**src/hw/rtl/texture_sampler_wrap_bilinear_core_macros.svh**
```systemverilog
// Assertion macros used by the texture sampler top level.
// Each macro expects clk and rst_n to be visible where it is used.
`ifndef TEXTURE_SAMPLER_WRAP_BILINEAR_CORE_MACROS_SVH
`define TEXTURE_SAMPLER_WRAP_BILINEAR_CORE_MACROS_SVH

// Same-cycle implication.
`define TSW_ASSERT_NOW(label, ante, cons, msg) \
    label: assert property (@(posedge clk) disable iff (!rst_n) (ante) |-> (cons)) \
        else $error(msg);

// Next-cycle implication.
`define TSW_ASSERT_NEXT(label, ante, cons, msg) \
    label: assert property (@(posedge clk) disable iff (!rst_n) (ante) |=> (cons)) \
        else $error(msg);

`endif

```
**src/hw/rtl/tsw_pkg.sv**
```systemverilog
// Package for the texture sampler: widths, codes and shared structs.
// No dependencies.
package tsw_pkg;

    localparam int DEF_MAX_WIDTH        = 256;
    localparam int DEF_MAX_HEIGHT       = 256;
    localparam int DEF_WEIGHT_FRAC_BITS = 8;

    localparam int DIM_W      = 9;
    localparam int COORD_W    = 21;
    localparam int TEXEL_W    = 32;
    localparam int INDEX_W    = 16;
    localparam int AIW_W      = 14;
    localparam int AFW_W      = 25;
    localparam int DIST_W     = 17;
    localparam int CFG_IDX_W  = 3;
    localparam int CFG_DATA_W = 32;
    localparam int MAX_ADDR_W = 24;

    localparam logic OP_WRITE  = 1'b0;
    localparam logic OP_SAMPLE = 1'b1;

    localparam logic FILTER_NEAREST  = 1'b0;
    localparam logic FILTER_BILINEAR = 1'b1;

    typedef enum logic [1:0] {
        WRAP_REPEAT     = 2'd0,
        WRAP_CLAMP_EDGE = 2'd1,
        WRAP_MIRROR     = 2'd2,
        WRAP_BORDER     = 2'd3
    } wrap_mode_t;

    typedef enum logic [CFG_IDX_W-1:0] {
        CFG_TEX_WIDTH    = 3'd0,
        CFG_TEX_HEIGHT   = 3'd1,
        CFG_WRAP_MODE    = 3'd2,
        CFG_FILTER_MODE  = 3'd3,
        CFG_BORDER_COLOR = 3'd4
    } cfg_index_t;

    // Scaled coordinate split into integer and fraction products.
    typedef struct packed {
        logic             sgn;
        logic             par;
        logic [AIW_W-1:0] aiw;
        logic [AFW_W-1:0] afw;
    } axis_pre_t;

    // Wrapped base and neighbor texel on one axis.
    typedef struct packed {
        logic [DIM_W-1:0]  c0;
        logic [DIM_W-1:0]  c1;
        logic              in0;
        logic              in1;
        logic [DIST_W-1:0] span;
    } axis_map_t;

    typedef struct packed {
        logic                              we;
        logic [MAX_ADDR_W-1:0]             waddr;
        logic [TEXEL_W-1:0]                wdata;
        logic [3:0][MAX_ADDR_W-1:0]        raddr;
    } mem_req_t;

endpackage

```
**src/hw/rtl/tsw_axis.sv**
```systemverilog
// Per-axis coordinate mapping: base texel, neighbor, wrap mode, distance.
// Depends on tsw_pkg.
module tsw_axis (
    input  tsw_pkg::axis_pre_t          pre,
    input  logic [tsw_pkg::DIM_W-1:0]   size,
    input  tsw_pkg::wrap_mode_t         wrap,
    output tsw_pkg::axis_map_t          map
);
    import tsw_pkg::*;

    typedef struct packed {
        logic [DIM_W-1:0] c;
        logic             inr;
    } wrapped_t;

    logic [DIM_W-1:0]     t;
    logic [15:0]          fr;
    logic                 up;
    logic [14:0]          mag;
    logic signed [15:0]   x0;
    logic signed [15:0]   x1;
    logic signed [11:0]   ts;
    logic signed [11:0]   off;
    wrapped_t             r0;
    wrapped_t             r1;

    function automatic wrapped_t wrap_one(input logic signed [15:0] c,
                                          input logic signed [11:0] tt,
                                          input logic [DIM_W-1:0] n,
                                          input logic par,
                                          input wrap_mode_t mode);
        logic signed [11:0] sn;
        logic signed [11:0] sn2;
        logic signed [11:0] m0;
        logic signed [11:0] m;
        logic signed [15:0] n16;
        wrapped_t           res;
        sn  = $signed({3'b000, n});
        sn2 = sn <<< 1;
        n16 = $signed({7'd0, n});
        res.c   = '0;
        res.inr = 1'b1;
        case (mode)
            WRAP_REPEAT:
            begin
                if (tt < 0)
                    m = tt + sn;
                else if (tt >= sn)
                    m = tt - sn;
                else
                    m = tt;
                res.c = m[DIM_W-1:0];
            end
            WRAP_CLAMP_EDGE:
            begin
                if (c < 0)
                    res.c = '0;
                else if (c >= n16)
                    res.c = n - 9'd1;
                else
                    res.c = c[DIM_W-1:0];
            end
            WRAP_MIRROR:
            begin
                m0 = tt + (par ? sn : 12'sd0);
                if (m0 < 0)
                    m = m0 + sn2;
                else if (m0 >= sn2)
                    m = m0 - sn2;
                else
                    m = m0;
                if (m >= sn)
                    m = sn2 - 12'sd1 - m;
                res.c = m[DIM_W-1:0];
            end
            default:
            begin
                res.inr = (c >= 0) && (c < n16);
                res.c   = res.inr ? c[DIM_W-1:0] : '0;
            end
        endcase
        return res;
    endfunction

    always_comb
    begin
        t   = pre.afw[AFW_W-1:16];
        fr  = pre.afw[15:0];
        up  = !pre.sgn && fr[15];
        mag = 15'(pre.aiw) + 15'(t);
        x0  = pre.sgn ? -$signed({1'b0, mag}) : $signed({1'b0, mag});
        off = up ? 12'sd1 : -12'sd1;
        x1  = x0 + 16'(off);
        ts  = pre.sgn ? -$signed({3'b000, t}) : $signed({3'b000, t});
        r0  = wrap_one(x0, ts, size, pre.par, wrap);
        r1  = wrap_one(x1, ts + off, size, pre.par, wrap);
        map.c0  = r0.c;
        map.in0 = r0.inr;
        map.c1  = r1.c;
        map.in1 = r1.inr;
        if (up)
            map.span = {1'b0, fr} - 17'd32768;
        else if (pre.sgn)
            map.span = 17'd32768 + {1'b0, fr};
        else
            map.span = 17'd32768 - {1'b0, fr};
    end

endmodule

```
**config.mk**
```make
export PLATFORM = sky130hd
export DESIGN_NAME = tsw_axis
export DESIGN_NICKNAME = d
export VERILOG_FILES = /design/src/hw/rtl/texture_sampler_wrap_bilinear_core_macros.svh /design/src/hw/rtl/tsw_pkg.sv /design/src/hw/rtl/tsw_axis.sv
export SDC_FILE = /design/constraint.sdc
export NUM_CORES = 1
export LEC_CHECK = 0
export BUFFER_PORTS_ARGS = -buffer_cell sky130_fd_sc_hd__buf_4
export CORE_MARGIN = 5
export CORE_UTILIZATION = 37
export DETAILED_ROUTE_END_ITERATION = 10
export PLACE_DENSITY = 0.54
export REMOVE_ABC_BUFFERS = 1
export SYNTH_ARGS = -nofsm -noshare
export SYNTH_HDL_FRONTEND = slang
export SYNTH_SLANG_ARGS = --single-unit
```
**constraint.sdc**
```tcl
create_clock -name vclk -period 12.6
set_input_delay 1.26 -clock vclk [all_inputs]
set_output_delay 1.26 -clock vclk [all_outputs]
set_load 0.02 [all_outputs]
```
# [Yosys cells after proc, flatten, opt, wreduce, memory -nomap -nowiden]
# Index checks and enable logic that the tools add are counted.
[totals] ff_bits=0 out_inout_bits=37
[classes] order_cmp=18 n_eq_ne=2 n_reduce_logical=6 mux=28 n_addsub=22
[op_table] cell="two-way mux 9 bit" n=13
[op_table] cell="two-way mux 12 bit" n=8
[op_table] cell="case mux 9 bit (3 select lines)" n=2
[op_table] cell="greater-or-equal comparator 12 x 10 -> 1 bit" n=4
[op_table] cell="less-than comparator 12 x 1 -> 1 bit (second input constant)" n=4
[op_table] cell="subtractor 9 bit" n=4
[op_table] cell="two-way mux 17 bit" n=2
[op_table] cell="greater-or-equal comparator 16 x 1 -> 1 bit (second input constant)" n=2
[op_table] cell="greater-or-equal comparator 16 x 10 -> 1 bit" n=2
[op_table] cell="less-than comparator 16 x 1 -> 1 bit (second input constant)" n=2
[op_table] cell="less-than comparator 16 x 10 -> 1 bit" n=2
[op_table] cell="adder 12 x 10 -> 12 bit" n=2
[op_table] cell="adder 12 x 11 -> 12 bit" n=2
[op_table] cell="greater-or-equal comparator 12 x 11 -> 1 bit" n=2
[op_table] cell="subtractor 12 x 11 -> 12 bit" n=2
[op_table] cell="adder 9 bit" n=2
[op_table] cell="subtractor 9 x 1 -> 9 bit (second input constant)" n=2
[op_table] cell="adder 16 x 16 -> 17 bit (first input constant)" n=1
[op_table] cell="subtractor 16 x 16 -> 17 bit (first input constant)" n=1
[op_table] cell="subtractor 16 x 16 -> 17 bit (second input constant)" n=1
[op_table] cell="adder 16 x 12 -> 16 bit" n=1
[op_table] cell="two-way mux 16 bit" n=1
[op_table] cell="negation 15 -> 16 bit" n=1
[op_table] cell="adder 14 x 9 -> 15 bit" n=1
[op_table] cell="other kinds (9)" n=12

# [Depth between registers and ports, before layout]
# Gate-level depths: netlist (run 1).
[depth] ltp_word=12 mapped_depth=37 ltp_nobuf=37

# [Worst setup path after synthesis (run 1)]
# No wires, ideal clock.
[synth_timing] kind="input port to output port" startpoint="in pre[40] in the netlist's numbering" endpoint="out map[21] in the netlist's numbering" setup_slack_ns=2.458 path_buffers=2 cell_stages=36 arrival_time_ns=8.882 cell_sequence="buf_2 buf_1 mux2i_1 inv_1 ha_1 a21o_1 a21boi_0 nor2_1 nor2_1 xnor2_1 ha_1 o21a_1 o21a_1 o22ai_1 xnor2_1 ha_1 or2_2 o31ai_1 a21oi_1 a311o_1 nor2_1 and2_1 mux2i_1 mux2i_1 inv_1 ha_1 a21o_1 a21o_1 a21oi_1 o21ai_0 a21o_1 a21o_1 a21oi_1 a31oi_4 mux2_1 o221ai_1"
[synth_lines] element="from (decl)" line_no="tsw_axis.sv:4" source="input tsw_pkg::axis_pre_t pre,"
[synth_lines] element="to (decl)" line_no="tsw_axis.sv:7" source="output tsw_pkg::axis_map_t map"

==> reports/qor.txt, run 1 <==
OUTCOME
--------------------------------------------------------------------------------
Result of the run .................................................    completed

SYNTHESIS
--------------------------------------------------------------------------------
Fraction of the yosys area taken by sequential cells ..............           0%
Post-Syn Area per Cell ............................................   7.09 sq um
Number of warnings reported in the yosys synthesis log ............            0
Number of library cell types mapped by synthesis ..................          101
Cell Area, Synth .................................................. 0.00987 sq mm
Number of instances in the synthesized netlist ....................         1393

STA
--------------------------------------------------------------------------------
Relative slew slack ...............................................        26.9%
Max Freq ..........................................................     89.3 MHz
Final cycle utilization of the critical path ......................        88.9%
Minimum clock period ..............................................     11200 ps
Worst-case hold slack .............................................      2760 ps
Final hold violation count ........................................            0
Measured slew at the worst slew-check pin .........................      1090 ps
Final setup TNS ...................................................         0 ps
Count of endpoints failing setup in the final report ..............            0
Max-slew violation count ..........................................            0
Unrepaired setup endpoints after global routing ...................           no

GRT
--------------------------------------------------------------------------------
Sum of overflow across all layers after global routing ............            0
Vias in the first global route ....................................        10100
Total Routing Usage GR ............................................        23.4%
Largest net degree at the start of global routing .................           32
Wire length of the first global-routing pass ......................     57800 um
Number of antenna violations at the first check in global routing .            0

DETAILED ROUTING
--------------------------------------------------------------------------------
Detailed-route wire length per cell ...............................      20.9 um
Total routed wirelength ...........................................     37500 um
First-pass iteration count of the detailed router .................            5
Antenna-violating nets left .......................................            0
DRC Markers .......................................................            0
Via count of the routed design ....................................        10900
Detailed Route Iter0 Violations ...................................          916
Vias per inst .....................................................         6.08

CRITICAL PATH
--------------------------------------------------------------------------------
Crit Path Max Fanout ..............................................           10
CP max stage delay ................................................       560 ps
Crit path kind .................................................... input port to output pin
Worst-path cell with the longest stage delay ......................      xnor2_1
Most used cell, CP ................................................         ha_1
Nature of the critical path endpoint ..............................   output pin
Type of element launching the critical path .......................   input port
Worst EP arrival ..................................................      9940 ps
Worst EP required .................................................     11340 ps

FINAL LAYOUT
--------------------------------------------------------------------------------
Fraction of final layout cells with drive strength greater than 1 .        10.5%
Total area of sequential cells ....................................      0 sq um
Post-route standard cell area excluding fillers ................... 0.0109 sq mm
Leading cell type in the layout, fill and taps excluded ...........         ha_1
Most frequent cells in the layout ................................. ha_1, nor2_1, a21oi_1
Share of the core filled with cells ...............................        41.6%
Net count, final ..................................................         1701
Count of clock buffers in the final design ........................            0
FF+latch count ....................................................            0
Layout fillers ....................................................         2777
P&R area growth vs syn ............................................        10.4%
Antenna fix cells .................................................            0

PLACED DESIGN
--------------------------------------------------------------------------------
Placement-stage cell area ......................................... 0.0109 sq mm
IO Port Bufs ......................................................           89
Routability-driven placement congestion ratio .....................        0.974
Dpl hpwl ..........................................................     30600 um

CLOCK NETWORK
--------------------------------------------------------------------------------
Count of buffers added by post-CTS timing repair for setup ........            0
CTS Hold Buffers Added ............................................            0
Post-cts gate resize count ........................................            0

FLOORPLAN
--------------------------------------------------------------------------------
X dimension of the die ............................................       173 um
Die Y .............................................................       173 um
Die Outline Area .................................................. 0.0301 sq mm
Effective utilization at floorplan ................................        37.7%
Ports .............................................................           89
Cell row count ....................................................           59
Area inside the core boundary ..................................... 0.0262 sq mm

FLOW RUN
--------------------------------------------------------------------------------
Max cap viols .....................................................            0

POWER AND IR DROP
--------------------------------------------------------------------------------
Peak VDD IR .......................................................    0.0767 mV
Static Leakage ....................................................   0.00488 uW
Pwr Total .........................................................      1720 uW
Power per cell area ...............................................  158 mW/mm^2

WORST HOLD PATH
--------------------------------------------------------------------------------
Path class of the lowest-slack min-delay path ..................... input port to output pin

-- synth_stat cells (all sizes together) (16+ instances only) --
cell	instances	area, sq um
o21a	30	225
ha	174	2180
o21bai	19	143
or3	16	105
o211ai	20	155
clkbuf	26	97.6
and2	22	138
nor2b	23	144
nor2	133	502
nand2	91	344
o21ai	86	438
mux2i	19	190
a21o	40	300
a21oi	113	566
a211oi	21	168
nor3	39	200
nand3	21	105
nand2b	20	125
a31oi	17	121
xnor2	82	733
xor2	25	219
o31ai	17	128
inv	108	405
-- final timing paths --
check    start       to  slack [ps]  cells after the start
max    pre[16]  map[21]        1400                     38
min     pre[0]   map[0]        2760                      2
-- logic make-up (layout without fill, tap and decap cells) --
logic type                 count (synthesis)  after routing  synth area share (%)
xor gates and xnor gates                 107            107                  9.64
muxes                                     24             24                  2.53
AOI/OAI and AO/OA                        493            493                  35.1
and+or+nand+nor                          434            434                  21.9
buffers and inverters                    148            215                  6.04
adders and majority gates                187            187                  24.7
-- report_power, final --
part           switching [uW]  total, uW  internal, uW
clock                       0          0             0
sequential                  0          0             0
combinational            1020       1720           696
total                    1020       1720           696
-- per-stage QoR --
step	cells	setup WS (ps)
2_1_floorplan	1354	2640
3_3_place_gp	1795	1760
3_5_place_dp	1795	1570
4_1_cts	1795	1530
5_1_grt	1795	722
6_report	1795	1400
-- critical path, delay by kind of cell --
| family | cells | cell delay, ps |
|---|---|---|
| muxes | 3 | 760 |
| xor gates and xnor gates | 3 | 950 |
| adders and majority gates | 5 | 1550 |
| AOI/OAI and AO/OA | 17 | 3190 |
| and+or+nand+nor | 6 | 1620 |
| buffers and inverters | 4 | 600 |
-- cell type report --
type	count	area, sq um	share of cell area [%]
inverter	109	409	3.75
multi-input combinational	1245	9280	85.1
tap	335	419	3.84
timing repair buffer	106	796	7.30
-- per-layer routing --
metal  global-route usage (%)  vias to the layer above  wire length, um
met5                        0                        -                0
met1                     33.7                     5084            17400
li1                         -                     5344                -
met2                     38.0                      414            16700
met4                     5.29                        0              990
met3                     1.83                       69             2400
Note: power is estimated with default switching activity, not from simulation.
==> run 2: changes to the inputs <==
CORE_ASPECT_RATIO = 0.8   (was not set)
MAX_ROUTING_LAYER = met4   (was not set)
==> run 2 against run 1 <==
Combinational power barely moved. First-iteration DRC count rose by 35%. Worst setup slack got worse by 150 ps. Core utilization fell by 0.12 points. Largest power group unchanged. Count of clock-buffer cells in the layout did not move.
==> reports/qor.txt, run 2 (synthesis gave the netlist of run 1 again) <==
OUTCOME
--------------------------------------------------------------------------------
Result of the run .................................................    completed

DETAILED ROUTING
--------------------------------------------------------------------------------
Vias per inst .....................................................         6.08
First-pass iteration count of the detailed router .................            5
Detailed-route wire length per cell ...............................      21.3 um
Via count of the routed design ....................................        11000
Detailed Route Iter0 Violations ...................................         1235
DRC Markers .......................................................            0
Total routed wirelength ...........................................     38600 um
Antenna-violating nets left .......................................            0

GRT
--------------------------------------------------------------------------------
Vias in the first global route ....................................        10200
Sum of overflow across all layers after global routing ............            0
Number of antenna violations at the first check in global routing .            1
Largest net degree at the start of global routing .................           32
Wire length of the first global-routing pass ......................     59100 um
Total Routing Usage GR ............................................        25.3%

STA
--------------------------------------------------------------------------------
Max Freq ..........................................................     88.2 MHz
Final hold violation count ........................................            0
Measured slew at the worst slew-check pin .........................      1220 ps
Minimum clock period ..............................................     11340 ps
Count of endpoints failing setup in the final report ..............            0
Max-slew violation count ..........................................            0
Relative slew slack ...............................................        18.6%
Final setup TNS ...................................................         0 ps
Min setup slack post-route ........................................      1260 ps
Unrepaired setup endpoints after global routing ...................           no
Final cycle utilization of the critical path ......................        90.0%

CRITICAL PATH
--------------------------------------------------------------------------------
Worst-path cell with the longest stage delay ......................      mux2i_1
Worst EP required .................................................     11340 ps
Type of element launching the critical path .......................   input port
Worst setup path start ............................................      pre[16]
Crit Path Max Fanout ..............................................           10
Crit path buf inv count ...........................................            5
Crit path kind .................................................... input port to output pin
Nature of the critical path endpoint ..............................   output pin
Critical path's top delay family .................................. compound AO/OA/AOI/OAI gates
CP max stage delay ................................................       580 ps
Worst EP arrival ..................................................     10080 ps

PLACED DESIGN
--------------------------------------------------------------------------------
Number of placed instances with taps included .....................         1812
Worst slack at placement ..........................................      1340 ps
IO Port Bufs ......................................................           89
Routability-driven placement congestion ratio .....................        0.997
Dpl hpwl ..........................................................     31500 um

FINAL LAYOUT
--------------------------------------------------------------------------------
Final instance count without filler cells .........................         1812
Leading cell type in the layout, fill and taps excluded ...........         ha_1
Area occupied by multi-input gates ................................ 0.00928 sq mm
Fraction of final layout cells with drive strength greater than 1 .        10.2%
P&R area growth vs syn ............................................        10.3%
Antenna fix cells .................................................            0
Most frequent cells in the layout ................................. ha_1, nor2_1, a21oi_1
Layout fillers ....................................................         2771
Total area of sequential cells ....................................      0 sq um
FF+latch count ....................................................            0
Count of clock buffers in the final design ........................            0
Net count, final ..................................................         1696

WORST HOLD PATH
--------------------------------------------------------------------------------
Cells on Worst Hold Path ..........................................            2
Hold Path Sink ....................................................       map[0]
Launch instance of the worst min-delay path .......................       pre[0]
Path class of the lowest-slack min-delay path ..................... input port to output pin

POWER AND IR DROP
--------------------------------------------------------------------------------
Power per cell area ...............................................  159 mW/mm^2
Logic gate share of total power ...................................       100.0%
Static Leakage ....................................................   0.00485 uW
Sequential share of power .........................................           0%
Peak VDD IR .......................................................    0.0738 mV
Switching share of power ..........................................        59.8%
Sw power ..........................................................      1040 uW
Internal power ....................................................       695 uW
Share of power burned in the clock network ........................           0%

FLOORPLAN
--------------------------------------------------------------------------------
Cell row count ....................................................           53
Die Outline Area .................................................. 0.0301 sq mm
X dimension of the die ............................................       193 um
Area inside the core boundary ..................................... 0.0263 sq mm
Effective utilization at floorplan ................................        37.6%
Die Y .............................................................       156 um
Ports .............................................................           89

CLOCK NETWORK
--------------------------------------------------------------------------------
CTS Hold Buffers Added ............................................            0
Count of buffers added by post-CTS timing repair for setup ........            0
Post-cts gate resize count ........................................            0

FLOW RUN
--------------------------------------------------------------------------------
Max cap viols .....................................................            0

run 2: cell count changes in the layout (fill, tap and decap cells not counted), sizes merged:
cell  previous run  this run
buf            106       101
run 2: cell type report:
class                      count  area share, %
multi-input combinational   1245           85.2
timing repair buffer         101           6.96
tap                          357           4.10
inverter                     109           3.76
run 2: per-layer routing:
layer,vias to the layer above,track usage (%),share of wire (%)
met1,5130,38.5,50
met4,0,4.62,2.2
li1,5338,-,-
met5,-,-,0
met2,504,36.0,40
met3,53,2.75,7.9
run 2: metrics by stage:
step	utilization, %	area, sq um	total power, uW	hold WS (ps)
3_5_place_dp	41.5	10900	1690	2750
3_3_place_gp	41.5	10900	1690	2750
6_report	41.5	10900	1730	2750
2_1_floorplan	-	9690	1240	2520
5_1_grt	41.5	10900	1900	2760
4_1_cts	41.5	10900	1700	2750
run 2: how the worst max path moves through the flow:
stage              end  slack (ps)  cells past startpoint
6_report       map[21]        1260                     38
5_1_grt        map[21]         610                     38
4_1_cts        map[21]        1280                     38
3_5_place_dp   map[21]        1340                     38
3_3_place_gp   map[21]        1680                     37
2_1_floorplan  map[21]        2640                     36
run 2: power by group through the flow:
| stage | logic (uW) | clock network (uW) | registers (uW) |
|---|---|---|---|
| after floorplan | 1240 | 0 | 0 |
| after global placement | 1690 | 0 | 0 |
| after detailed placement | 1690 | 0 | 0 |
| after CTS | 1700 | 0 | 0 |
| after global routing | 1900 | 0 | 0 |
| final | 1730 | 0 | 0 |
